### src/rtl/des_pkg.sv
package des_pkg;

    localparam int SAMPLE_BITS       = 10;
    localparam int WORD_BITS         = 32;
    localparam int CODE_BITS_W       = 3;
    localparam int CFG_DATA_W        = SAMPLE_BITS;
    localparam int CODE_MAX          = (1 << CODE_BITS_W) - 1 + 1 + SAMPLE_BITS;
    localparam int LEN_W             = $clog2(CODE_MAX + 1);
    localparam int CNT_W             = $clog2(WORD_BITS);
    localparam int VBITS_W           = $clog2(WORD_BITS + 1);
    localparam int SUM_W             = $clog2(WORD_BITS + CODE_MAX);
    localparam int QUEUE_DEPTH       = 4;

    localparam logic [CODE_BITS_W-1:0] CODE_BITS_MIN     = CODE_BITS_W'(2);
    localparam logic [CODE_BITS_W-1:0] CODE_BITS_RESET   = CODE_BITS_W'(4);
    localparam logic [SAMPLE_BITS-1:0] START_VALUE_RESET = SAMPLE_BITS'(511);

    typedef enum logic [0:0] {
        REG_CODE_BITS   = 1'b0,
        REG_START_VALUE = 1'b1
    } t_cfg_index;

    typedef struct packed {
        logic [SAMPLE_BITS-1:0] sample;
        logic                   end_of_stream;
    } t_in_beat;

    typedef struct packed {
        logic [WORD_BITS-1:0] packed_word;
        logic [VBITS_W-1:0]   valid_bits;
        logic                 final_word;
    } t_out_beat;

    typedef struct packed {
        logic [CODE_MAX-1:0] code;
        logic [LEN_W-1:0]    len;
        logic                last;
    } t_code;

endpackage

### src/rtl/des_front.sv
module des_front (
    input  logic                          i_clk,
    input  logic                          i_rst_n,
    input  logic                          i_in_valid,
    output logic                          o_in_ready,
    input  des_pkg::t_in_beat             i_in_beat,
    input  logic                          i_cfg_valid,
    input  des_pkg::t_cfg_index           i_cfg_index,
    input  logic [des_pkg::CFG_DATA_W-1:0] i_cfg_data,
    input  logic                          i_q_ready,
    output logic                          o_push,
    output des_pkg::t_code                o_code
);
    import des_pkg::*;

    logic [CODE_BITS_W-1:0] r_code_bits;
    logic [SAMPLE_BITS-1:0] r_start_value;
    logic [SAMPLE_BITS-1:0] r_prev;
    logic                   r_at_start;

    logic [CODE_BITS_W-1:0] cb;
    logic [SAMPLE_BITS-1:0] sample;
    logic                   negative;
    logic [SAMPLE_BITS-1:0] mag;
    logic                   fits;
    logic [CODE_MAX-1:0]    short_rv;
    logic [CODE_MAX-1:0]    esc_rv;
    logic [LEN_W-1:0]       len;
    logic                   accept;

    assign o_in_ready = i_q_ready;
    assign accept     = i_in_valid && i_q_ready;
    assign o_push     = accept;

    always_comb begin
        cb       = (r_code_bits < CODE_BITS_MIN) ? CODE_BITS_MIN : r_code_bits;
        sample   = i_in_beat.sample;
        negative = sample < r_prev;
        mag      = negative ? (r_prev - sample) : (sample - r_prev);
        fits     = (mag >> (cb - CODE_BITS_W'(1))) == '0;
        short_rv = (CODE_MAX'(negative) << (cb - CODE_BITS_W'(1))) | CODE_MAX'(mag);
        esc_rv   = (CODE_MAX'(1) << (LEN_W'(cb) + LEN_W'(SAMPLE_BITS)))
                 | (CODE_MAX'(negative) << SAMPLE_BITS)
                 | CODE_MAX'(mag);
        len      = fits ? LEN_W'(cb) : (LEN_W'(cb) + LEN_W'(SAMPLE_BITS + 1));
        o_code.len  = len;
        o_code.last = i_in_beat.end_of_stream;
        o_code.code = (fits ? short_rv : esc_rv) << (LEN_W'(CODE_MAX) - len);
    end

    always_ff @(posedge i_clk) begin
        if (!i_rst_n) begin
            r_code_bits   <= CODE_BITS_RESET;
            r_start_value <= START_VALUE_RESET;
            r_prev        <= START_VALUE_RESET;
            r_at_start    <= 1'b1;
        end else begin
            if (i_cfg_valid) begin
                case (i_cfg_index)
                    REG_CODE_BITS: begin
                        r_code_bits <= i_cfg_data[CODE_BITS_W-1:0];
                    end
                    REG_START_VALUE: begin
                        r_start_value <= i_cfg_data[SAMPLE_BITS-1:0];
                        if (r_at_start) begin
                            r_prev <= i_cfg_data[SAMPLE_BITS-1:0];
                        end
                    end
                    default: begin
                    end
                endcase
            end
            if (accept) begin
                r_prev     <= i_in_beat.end_of_stream ? r_start_value : sample;
                r_at_start <= i_in_beat.end_of_stream;
            end
        end
    end

endmodule

### src/rtl/des_queue.sv
module des_queue #(
    parameter int DEPTH = des_pkg::QUEUE_DEPTH
) (
    input  logic           i_clk,
    input  logic           i_rst_n,
    input  logic           i_push,
    input  des_pkg::t_code i_data,
    output logic           o_ready,
    output logic           o_valid,
    input  logic           i_pop,
    output des_pkg::t_code o_data
);
    import des_pkg::*;

    localparam int PTR_W = $clog2(DEPTH);

    t_code            r_mem [DEPTH];
    logic [PTR_W:0]   r_wr_ptr;
    logic [PTR_W:0]   r_rd_ptr;

    assign o_valid = r_wr_ptr != r_rd_ptr;
    assign o_ready = !((r_wr_ptr[PTR_W] != r_rd_ptr[PTR_W])
                    && (r_wr_ptr[PTR_W-1:0] == r_rd_ptr[PTR_W-1:0]));
    assign o_data  = r_mem[r_rd_ptr[PTR_W-1:0]];

    always_ff @(posedge i_clk) begin
        if (i_push) begin
            r_mem[r_wr_ptr[PTR_W-1:0]] <= i_data;
        end
    end

    always_ff @(posedge i_clk) begin
        if (!i_rst_n) begin
            r_wr_ptr <= '0;
            r_rd_ptr <= '0;
        end else begin
            if (i_push) begin
                r_wr_ptr <= r_wr_ptr + (PTR_W + 1)'(1);
            end
            if (i_pop) begin
                r_rd_ptr <= r_rd_ptr + (PTR_W + 1)'(1);
            end
        end
    end

endmodule

### src/rtl/des_back.sv
module des_back (
    input  logic               i_clk,
    input  logic               i_rst_n,
    input  logic               i_q_valid,
    input  des_pkg::t_code     i_q_data,
    output logic               o_pop,
    output logic               o_out_valid,
    input  logic               i_out_ready,
    output des_pkg::t_out_beat o_out_beat
);
    import des_pkg::*;

    localparam int W = WORD_BITS;

    logic [W-1:0]       r_acc;
    logic [CNT_W-1:0]   r_cnt;
    logic               r_flush_pend;
    logic               r_out_valid;
    t_out_beat          r_out;

    logic               slot_free;
    logic [2*W-1:0]     merged;
    logic [SUM_W-1:0]   sum;
    logic [SUM_W-1:0]   rem;
    logic               full;

    assign slot_free   = !r_out_valid || i_out_ready;
    assign o_pop       = i_q_valid && !r_flush_pend && slot_free;
    assign o_out_valid = r_out_valid;
    assign o_out_beat  = r_out;

    always_comb begin
        merged = {r_acc, {W{1'b0}}}
               | ({i_q_data.code, {(2*W-CODE_MAX){1'b0}}} >> r_cnt);
        sum    = SUM_W'(r_cnt) + SUM_W'(i_q_data.len);
        full   = sum >= SUM_W'(W);
        rem    = sum - SUM_W'(W);
    end

    always_ff @(posedge i_clk) begin
        if (!i_rst_n) begin
            r_acc        <= '0;
            r_cnt        <= '0;
            r_flush_pend <= 1'b0;
            r_out_valid  <= 1'b0;
        end else if (r_flush_pend) begin
            if (slot_free) begin
                r_out.packed_word <= r_acc;
                r_out.valid_bits  <= VBITS_W'(r_cnt);
                r_out.final_word  <= 1'b1;
                r_out_valid       <= 1'b1;
                r_acc             <= '0;
                r_cnt             <= '0;
                r_flush_pend      <= 1'b0;
            end
        end else if (o_pop) begin
            if (full) begin
                r_out.packed_word <= merged[2*W-1:W];
                r_out.valid_bits  <= VBITS_W'(W);
                r_out.final_word  <= i_q_data.last && (rem == '0);
                r_out_valid       <= 1'b1;
                if (i_q_data.last && (rem == '0)) begin
                    r_acc <= '0;
                    r_cnt <= '0;
                end else begin
                    r_acc        <= merged[W-1:0];
                    r_cnt        <= CNT_W'(rem);
                    r_flush_pend <= i_q_data.last;
                end
            end else if (i_q_data.last) begin
                r_out.packed_word <= merged[2*W-1:W];
                r_out.valid_bits  <= VBITS_W'(sum);
                r_out.final_word  <= 1'b1;
                r_out_valid       <= 1'b1;
                r_acc             <= '0;
                r_cnt             <= '0;
            end else begin
                r_out_valid <= 1'b0;
                r_acc       <= merged[2*W-1:W];
                r_cnt       <= CNT_W'(sum);
            end
        end else if (i_out_ready) begin
            r_out_valid <= 1'b0;
        end
    end

endmodule

### src/rtl/delta_escape_sample_encoder.sv
// The packer reads one code per cycle from a QUEUE_DEPTH-entry queue into the
//   output register, unless a flush is pending or the output is stalled.
// Throughput: one sample per cycle while the queue has room; one word leaves per
//   cycle when the output is ready, two for a last sample that overflows a word.
// Reset: synchronous, active low; empties queue and packer, restores
//   code_bits to 4, start_value to 511 and the previous sample to 511.
module delta_escape_sample_encoder #(
    parameter int QUEUE_DEPTH = des_pkg::QUEUE_DEPTH
) (
    input  logic                           i_clk,
    input  logic                           i_rst_n,
    input  logic                           i_in_valid,
    output logic                           o_in_ready,
    input  des_pkg::t_in_beat              i_in_beat,
    output logic                           o_out_valid,
    input  logic                           i_out_ready,
    output des_pkg::t_out_beat             o_out_beat,
    input  logic                           i_cfg_valid,
    output logic                           o_cfg_ready,
    input  des_pkg::t_cfg_index            i_cfg_index,
    input  logic [des_pkg::CFG_DATA_W-1:0] i_cfg_data
);
    import des_pkg::*;

    logic  q_ready;
    logic  q_valid;
    logic  push;
    logic  pop;
    t_code push_code;
    t_code head_code;

    assign o_cfg_ready = 1'b1;

    des_front u_front (
        .i_clk       (i_clk),
        .i_rst_n     (i_rst_n),
        .i_in_valid  (i_in_valid),
        .o_in_ready  (o_in_ready),
        .i_in_beat   (i_in_beat),
        .i_cfg_valid (i_cfg_valid),
        .i_cfg_index (i_cfg_index),
        .i_cfg_data  (i_cfg_data),
        .i_q_ready   (q_ready),
        .o_push      (push),
        .o_code      (push_code)
    );

    des_queue #(
        .DEPTH (QUEUE_DEPTH)
    ) u_queue (
        .i_clk   (i_clk),
        .i_rst_n (i_rst_n),
        .i_push  (push),
        .i_data  (push_code),
        .o_ready (q_ready),
        .o_valid (q_valid),
        .i_pop   (pop),
        .o_data  (head_code)
    );

    des_back u_back (
        .i_clk       (i_clk),
        .i_rst_n     (i_rst_n),
        .i_q_valid   (q_valid),
        .i_q_data    (head_code),
        .o_pop       (pop),
        .o_out_valid (o_out_valid),
        .i_out_ready (i_out_ready),
        .o_out_beat  (o_out_beat)
    );

endmodule

### config.mk
export PLATFORM = sky130hd
export DESIGN_NAME = delta_escape_sample_encoder
export DESIGN_NICKNAME = d
export VERILOG_FILES = /design/src/rtl/des_pkg.sv /design/src/rtl/des_front.sv /design/src/rtl/des_queue.sv /design/src/rtl/des_back.sv /design/src/rtl/delta_escape_sample_encoder.sv
export SDC_FILE = /design/constraint.sdc
export NUM_CORES = 1
export LEC_CHECK = 0
export BUFFER_PORTS_ARGS = -buffer_cell sky130_fd_sc_hd__buf_2
export CAP_MARGIN = 20
export CORE_ASPECT_RATIO = 0.8
export CORE_MARGIN = 1.5
export CORE_UTILIZATION = 50
export CTS_BUF_LIST = sky130_fd_sc_hd__clkbuf_4
export DETAILED_ROUTE_END_ITERATION = 7
export GPL_ROUTABILITY_DRIVEN = 0
export PLACE_DENSITY = 0.67
export SLEW_MARGIN = 0
export SYNTH_ARGS = -nofsm -noshare
export SYNTH_HDL_FRONTEND = slang
export SYNTH_HIERARCHICAL = 1
export SYNTH_SLANG_ARGS = --single-unit
### constraint.sdc
create_clock -name i_clk -period 6.71 [get_ports i_clk]
set_input_delay 0.671 -clock i_clk [delete_from_list [all_inputs] [get_ports i_clk]]
set_output_delay 0.671 -clock i_clk [all_outputs]
set_load 0.1 [all_outputs]
; Word level (Yosys, flattened, before mapping)
; Memory sizes are Yosys's and may differ from the RTL's. A register that Yosys moved wholly into a read port is not among the register bits.
; Index checks and enable logic that the tools add are counted.
[classes]
n_addsub = 10
n_lt_le_gt_ge = 3
eq_ne = 4
shifts = 5
muxes = 41
n_bitwise = 5
n_reduce_logical = 23
[ops]
columns = operator, n
row1 = two-way mux 39 bit, 5
row2 = two-way mux 32 bit, 6
row3 = bitwise OR 64 bit, 1
row4 = right shift 64 x 5 -> 64 bit, 1
row5 = two-way mux 10 bit, 6
row6 = bitwise OR 18 x 10 -> 18 bit, 2
row7 = two-way mux 5 bit, 7
row8 = subtractor 10 bit, 2
row9 = two-way mux 18 bit, 1
row10 = bitwise OR 18 x 11 -> 18 bit, 1
row11 = << shifter 1 x 3 -> 18 bit, 1
row12 = << shifter 1 x 5 -> 18 bit (first input constant), 1
row13 = << shifter 18 x 5 -> 18 bit, 1
row14 = two-way mux 1 bit, 13
row15 = adder 3 x 4 -> 5 bit (second input constant), 2
row16 = logical NOT 10 bit, 1
row17 = < comparator 10 bit, 1
row18 = right shift 10 x 3 -> 10 bit, 1
row19 = AND reduction 2 bit, 4
row20 = nonzero test 2 bit, 4
row21 = adder 3 x 1 -> 3 bit (second input constant), 2
row22 = adder 5 x 5 -> 6 bit, 1
row23 = >= comparator 6 bit (second input constant), 1
row24 = logical NOT 6 bit, 1
row25 = 17 further kinds, 25
[totals]
ff_bits = 108
ram_bits = 96
input_bits = 27
out_inout_bits = 42
word_cells = 105
n_memories = 1
[memory_table]
columns = memory, words, width, rd, rd_ports_with_merged_regs, wr, line
row1 = u_queue.r_mem, 4, 24, 1, 1, 1, des_queue.sv:17  ; t_code r_mem [DEPTH];

; Depth between registers and ports, before layout
[depth]
word_depth = 8
depth_mapped = 22
depth_no_buf = 21

; By module
; The synthesis kept the hierarchy.
[by_module_without_submodules]
columns = module, instances, cells_each, area_per_inst_um2, seq_area_each_um2
row1 = des_back, 1, 498, 4916.0, 1951.9
row2 = des_queue, 1, 167, 3906.2, 3042.9
row3 = des_front, 1, 469, 3383.2, 480.5
row4 = delta_escape_sample_encoder, 1, 2, 11.3, 0.0

; Worst setup path before layout
; Ideal clock, no wire load.
[synth_timing]
path_type = input port to flip-flop
startpoint = input i_in_beat[1] (netlist bit)
endpoint = memory u_queue/r_mem[0][12] (netlist bit) (data pin)
setup_ns = 0.217
arrival_ns = 4.991
required_time_ns = 6.493
setup_slack_ns = 1.503
path_stages = 18
path_buffers = 2
path_cell_list = inv_1 ha_1 fa_1 nor2b_1 o211ai_4 a211oi_2 o211ai_1 o2111a_1 nor3_4 o2111ai_4 xnor2_4 inv_1 ha_1 clkbuf_1 clkbuf_1 mux2i_1 nor2_1 a211oi_1
[synth_lines]
columns = item, line
row1 = "start, declared", delta_escape_sample_encoder.sv:14  ; input des_pkg::t_in_beat i_in_beat,
row2 = "end, declared", des_queue.sv:17

==> impl_metrics.json <==
{
  "routed_wirelength_um": 30400,
  "post_cts_buffers": 0,
  "path_max_fanout": 14,
  "cp-start-kind": "flop",
  "hold_path.class": "in2reg",
  "rows": 50,
  "die_height_um": 143,
  "multi_input_area_um2": 6090,
  "power_mw": 6.39,
  "fin_skew_ns": 0.0523,
  "synth-seq-area-share_pct": 44.8,
  "nNetsFinal": 1267,
  "die_area_um2": 25400,
  "routedWlPerCell_um": 19.5,
  "ys_types": 107,
  "max_freq_mhz": 175,
  "cts_root_buf": "clkbuf_4",
  "setup_violations": 0,
  "clock_tree.buffer_depth": 3,
  "synth_cells": 1136,
  "hp-start": "i_cfg_data[7]",
  "avgSynthCellArea_um2": 10.8,
  "pin_count": 69,
  "leakagePower_nw": 5.08,
  "placed_area_um2": 12600,
  "detail-route-antenna-nets": 0,
  "syn2layout_area_growth_pct": 9.32,
  "cp_data_arrival_time_ns": 6.12,
  "cts_hold_buffers": 0,
  "synth_ff_type": "edfxtp_1",
  "seqCellArea_um2": 5480,
  "numPortBuffers": 67,
  "drcViolationCount": 0,
  "h-tree-depth": 2,
  "grt_pass1_wl_um": 47600,
  "hold_depth": 3,
  "synth_fp_nets": 1197,
  "fin_setup_tns_ns": 0,
  "dieWidth_um": 178,
  "power_density_nw_per_um2": 479,
  "cts_made_buffers": 52,
  "maxCapViolCount": 0,
  "synth_area_um2": 12200,
  "status": "completed",
  "place_hpwl_um": 21800,
  "endpoint_kind": "flop",
  "whs_ns": 0.265,
  "required_ns": 7.12,
  "rsz0062_at_grt": "false",
  "ys_ff_latch": 206,
  "viasPerCell": 6.11,
  "max_slew_margin_pct": 33.9,
  "irDropWorstVdd_mv": 0.407,
  "grt_max_degree": 42,
  "antenna_found_initial": 1,
  "cts.sink_count": 206,
  "cts_tree": "yes",
  "first_global_vias": 8562,
  "drive_above_1_share_pct": 20.4,
  "async_flop_share_pct": 0,
  "synth-edff-count": 135,
  "start_util_pct": 51.5,
  "cts_resized": 0,
  "yosys_warnings": 6,
  "fillers": 2065,
  "overflow": 0,
  "clkLatencyLatePin_ns": 0.67,
  "core-area_um2": 23700,
  "r2r_start": "u_front/r_code_bits[1]",
  "grt.total_usage_pct": 24.2,
  "drt_pass1_iterations": 5,
  "min_period_ns": 5.72,
  "path_clk_slew_ns": 0.07,
  "tightest_slew_ns": 0.988,
  "num_vias": 9539,
  "timing_worst_setup_path_type": "reg2reg",
  "slew_viol_final": 0,
  "finalCritPeriodShare_pct": 85.2,
  "postLayoutCellArea_um2": 13400,
  "rr_worst_depth": 17,
  "startpoint": "u_front/r_code_bits[1]",
  "hold_viol": 0,
  "first_iter_violations": 1055
}
-- through the flow --
step / util (%) / setup WS, ns / cells
2_1_floorplan: - / 1.50 / 1136
6_report: 56.3 / 0.995 / 1560
3_5_place_dp: 53.3 / 0.667 / 1463
5_1_grt: 56.3 / 0.436 / 1560
3_3_place_gp: 53.3 / 0.843 / 1463
4_1_cts: 56.2 / 1.04 / 1558
-- per-layer routing --
metal	global-route usage (%)	share of wire [%]	up-vias
li1	-	-	4484
met1	37.9	47	4541
met2	32.1	40	478
met3	7.37	11	36
met4	5.79	1.3	0
met5	0	0	-
-- final cells by class --
class | count | share of cell area (%)
antenna | 1 | 0.0187
clock buffer | 85 | 4.78
clock inverter | 10 | 0.506
inverter | 52 | 1.46
multi-input combinational | 807 | 45.6
sequential | 206 | 41.0
tap | 312 | 2.92
timing repair buffer | 87 | 3.73
-- registers in the layout (all words and copies together), names as in the netlist, named ones only --
name,cells
u_back/r_acc,32
u_back/r_cnt,5
u_queue/r_rd_ptr,3
u_front/r_start_value,10
u_front/r_at_start,1
u_back/o_out_valid,1
u_queue/r_wr_ptr,3
u_back/o_out_beat,39
u_front/r_code_bits,3
u_back/r_flush_pend,1
u_front/r_prev,10
u_queue/r_mem,96
-- cell usage in the layout (no fill, tap or decap), types with 7 or more instances in the layout --
cell type / netlist / routed
and2_1: 17 / 17
nand3_1: 34 / 34
nand2b_1: 8 / 8
mux4_1: 8 / 8
or3_1: 9 / 9
a21o_1: 22 / 22
a31oi_1: 16 / 16
o31ai_1: 12 / 12
inv_1: 50 / 50
a22oi_1: 7 / 7
nor2_1: 79 / 78
nand2_1: 112 / 112
a211oi_1: 16 / 16
edfxtp_1: 135 / 135
nor2b_1: 10 / 10
mux2_2: 9 / 9
xnor2_1: 13 / 13
o211ai_1: 17 / 17
o22ai_1: 17 / 17
nor3_1: 26 / 26
dfxtp_1: 71 / 71
o21ai_0: 45 / 45
clkbuf_4: 0 / 85
o21bai_1: 10 / 10
buf_4: 5 / 19
mux4_2: 29 / 29
ha_1: 31 / 31
a21oi_1: 60 / 60
buf_2: 14 / 67
o21a_1: 16 / 16
mux2i_1: 61 / 61
-- kinds of logic after synthesis --
kind of cell / share of synthesized area [%]
DFF: 44.8
and+or+nand+nor: 12.6
AOI/OAI and AO/OA: 18.9
xor gates and xnor gates: 1.57
adders and majority gates: 3.67
buffers and inverters: 5.41
muxes: 13.0
other: 0.0307
-- critical path, stage by stage, from the launching register on --
cell and delay (ns):
dfxtp_1 0.47, nor3_1 0.52, inv_1 0.22, ha_1 0.49, and2_1 0.23, o21ai_0 0.29, or3_1 0.16, a211o_1 0.11
nand2_1 0.08, nor3_4 0.28, o2111ai_4 0.30, xnor2_4 0.36, inv_1 0.21, ha_1 0.30, o31ai_1 0.26, o21ai_1 0.32
or2_2 0.47, nor3_1 0.40
-- power breakdown --
part           total (mW)  switching (mW)  internal, mW
Sequential           1.84          0.0975          1.74
Combinational        3.45            2.41          1.04
Clock                1.10           0.496         0.608
Total                6.39            3.00          3.39
-- worst paths after layout --
path	to	slack [ns]
worst max-delay path	u_queue/r_mem[2][8]	0.99
worst min-delay path	u_front/r_start_value[7]	0.27
worst max register to register	u_queue/r_mem[2][8]	0.99
worst min register to register	u_back/r_acc[8]	0.45
-- synthesized netlist by cell type, drive strengths merged (4+ instances only) --
library cell | instances | share of area [%]
nand3 | 34 | 1.4
a21oi | 61 | 2.5
inv | 51 | 1.6
mux4 | 37 | 7.1
nor3 | 29 | 1.4
mux2 | 10 | 0.95
mux2i | 61 | 5.0
nand2 | 113 | 3.5
o21bai | 10 | 0.61
nor2b | 10 | 0.51
edfxtp | 135 | 33
dfxtp | 71 | 12
a211oi | 17 | 1.1
clkbuf | 39 | 1.7
a2bb2oi | 4 | 0.29
ha | 31 | 3.2
a311oi | 4 | 0.29
o2bb2ai | 7 | 0.55
o211ai | 18 | 1.2
o31ai | 14 | 1.0
o211a | 5 | 0.41
o32ai | 5 | 0.42
nand3b | 4 | 0.25
or3 | 9 | 0.46
xnor2 | 15 | 1.3
a221oi | 5 | 0.50
buf | 31 | 2.0
o21a | 16 | 0.98
a21o | 23 | 1.4
nand4 | 5 | 0.26
nand2b | 8 | 0.41
a31oi | 16 | 0.82
o21ai | 53 | 2.2
a22oi | 7 | 0.43
o22ai | 18 | 0.97
nor2 | 80 | 2.5
and2 | 20 | 1.1
a211o | 4 | 0.30
No activity file was read; power rests on OpenSTA's default activity.
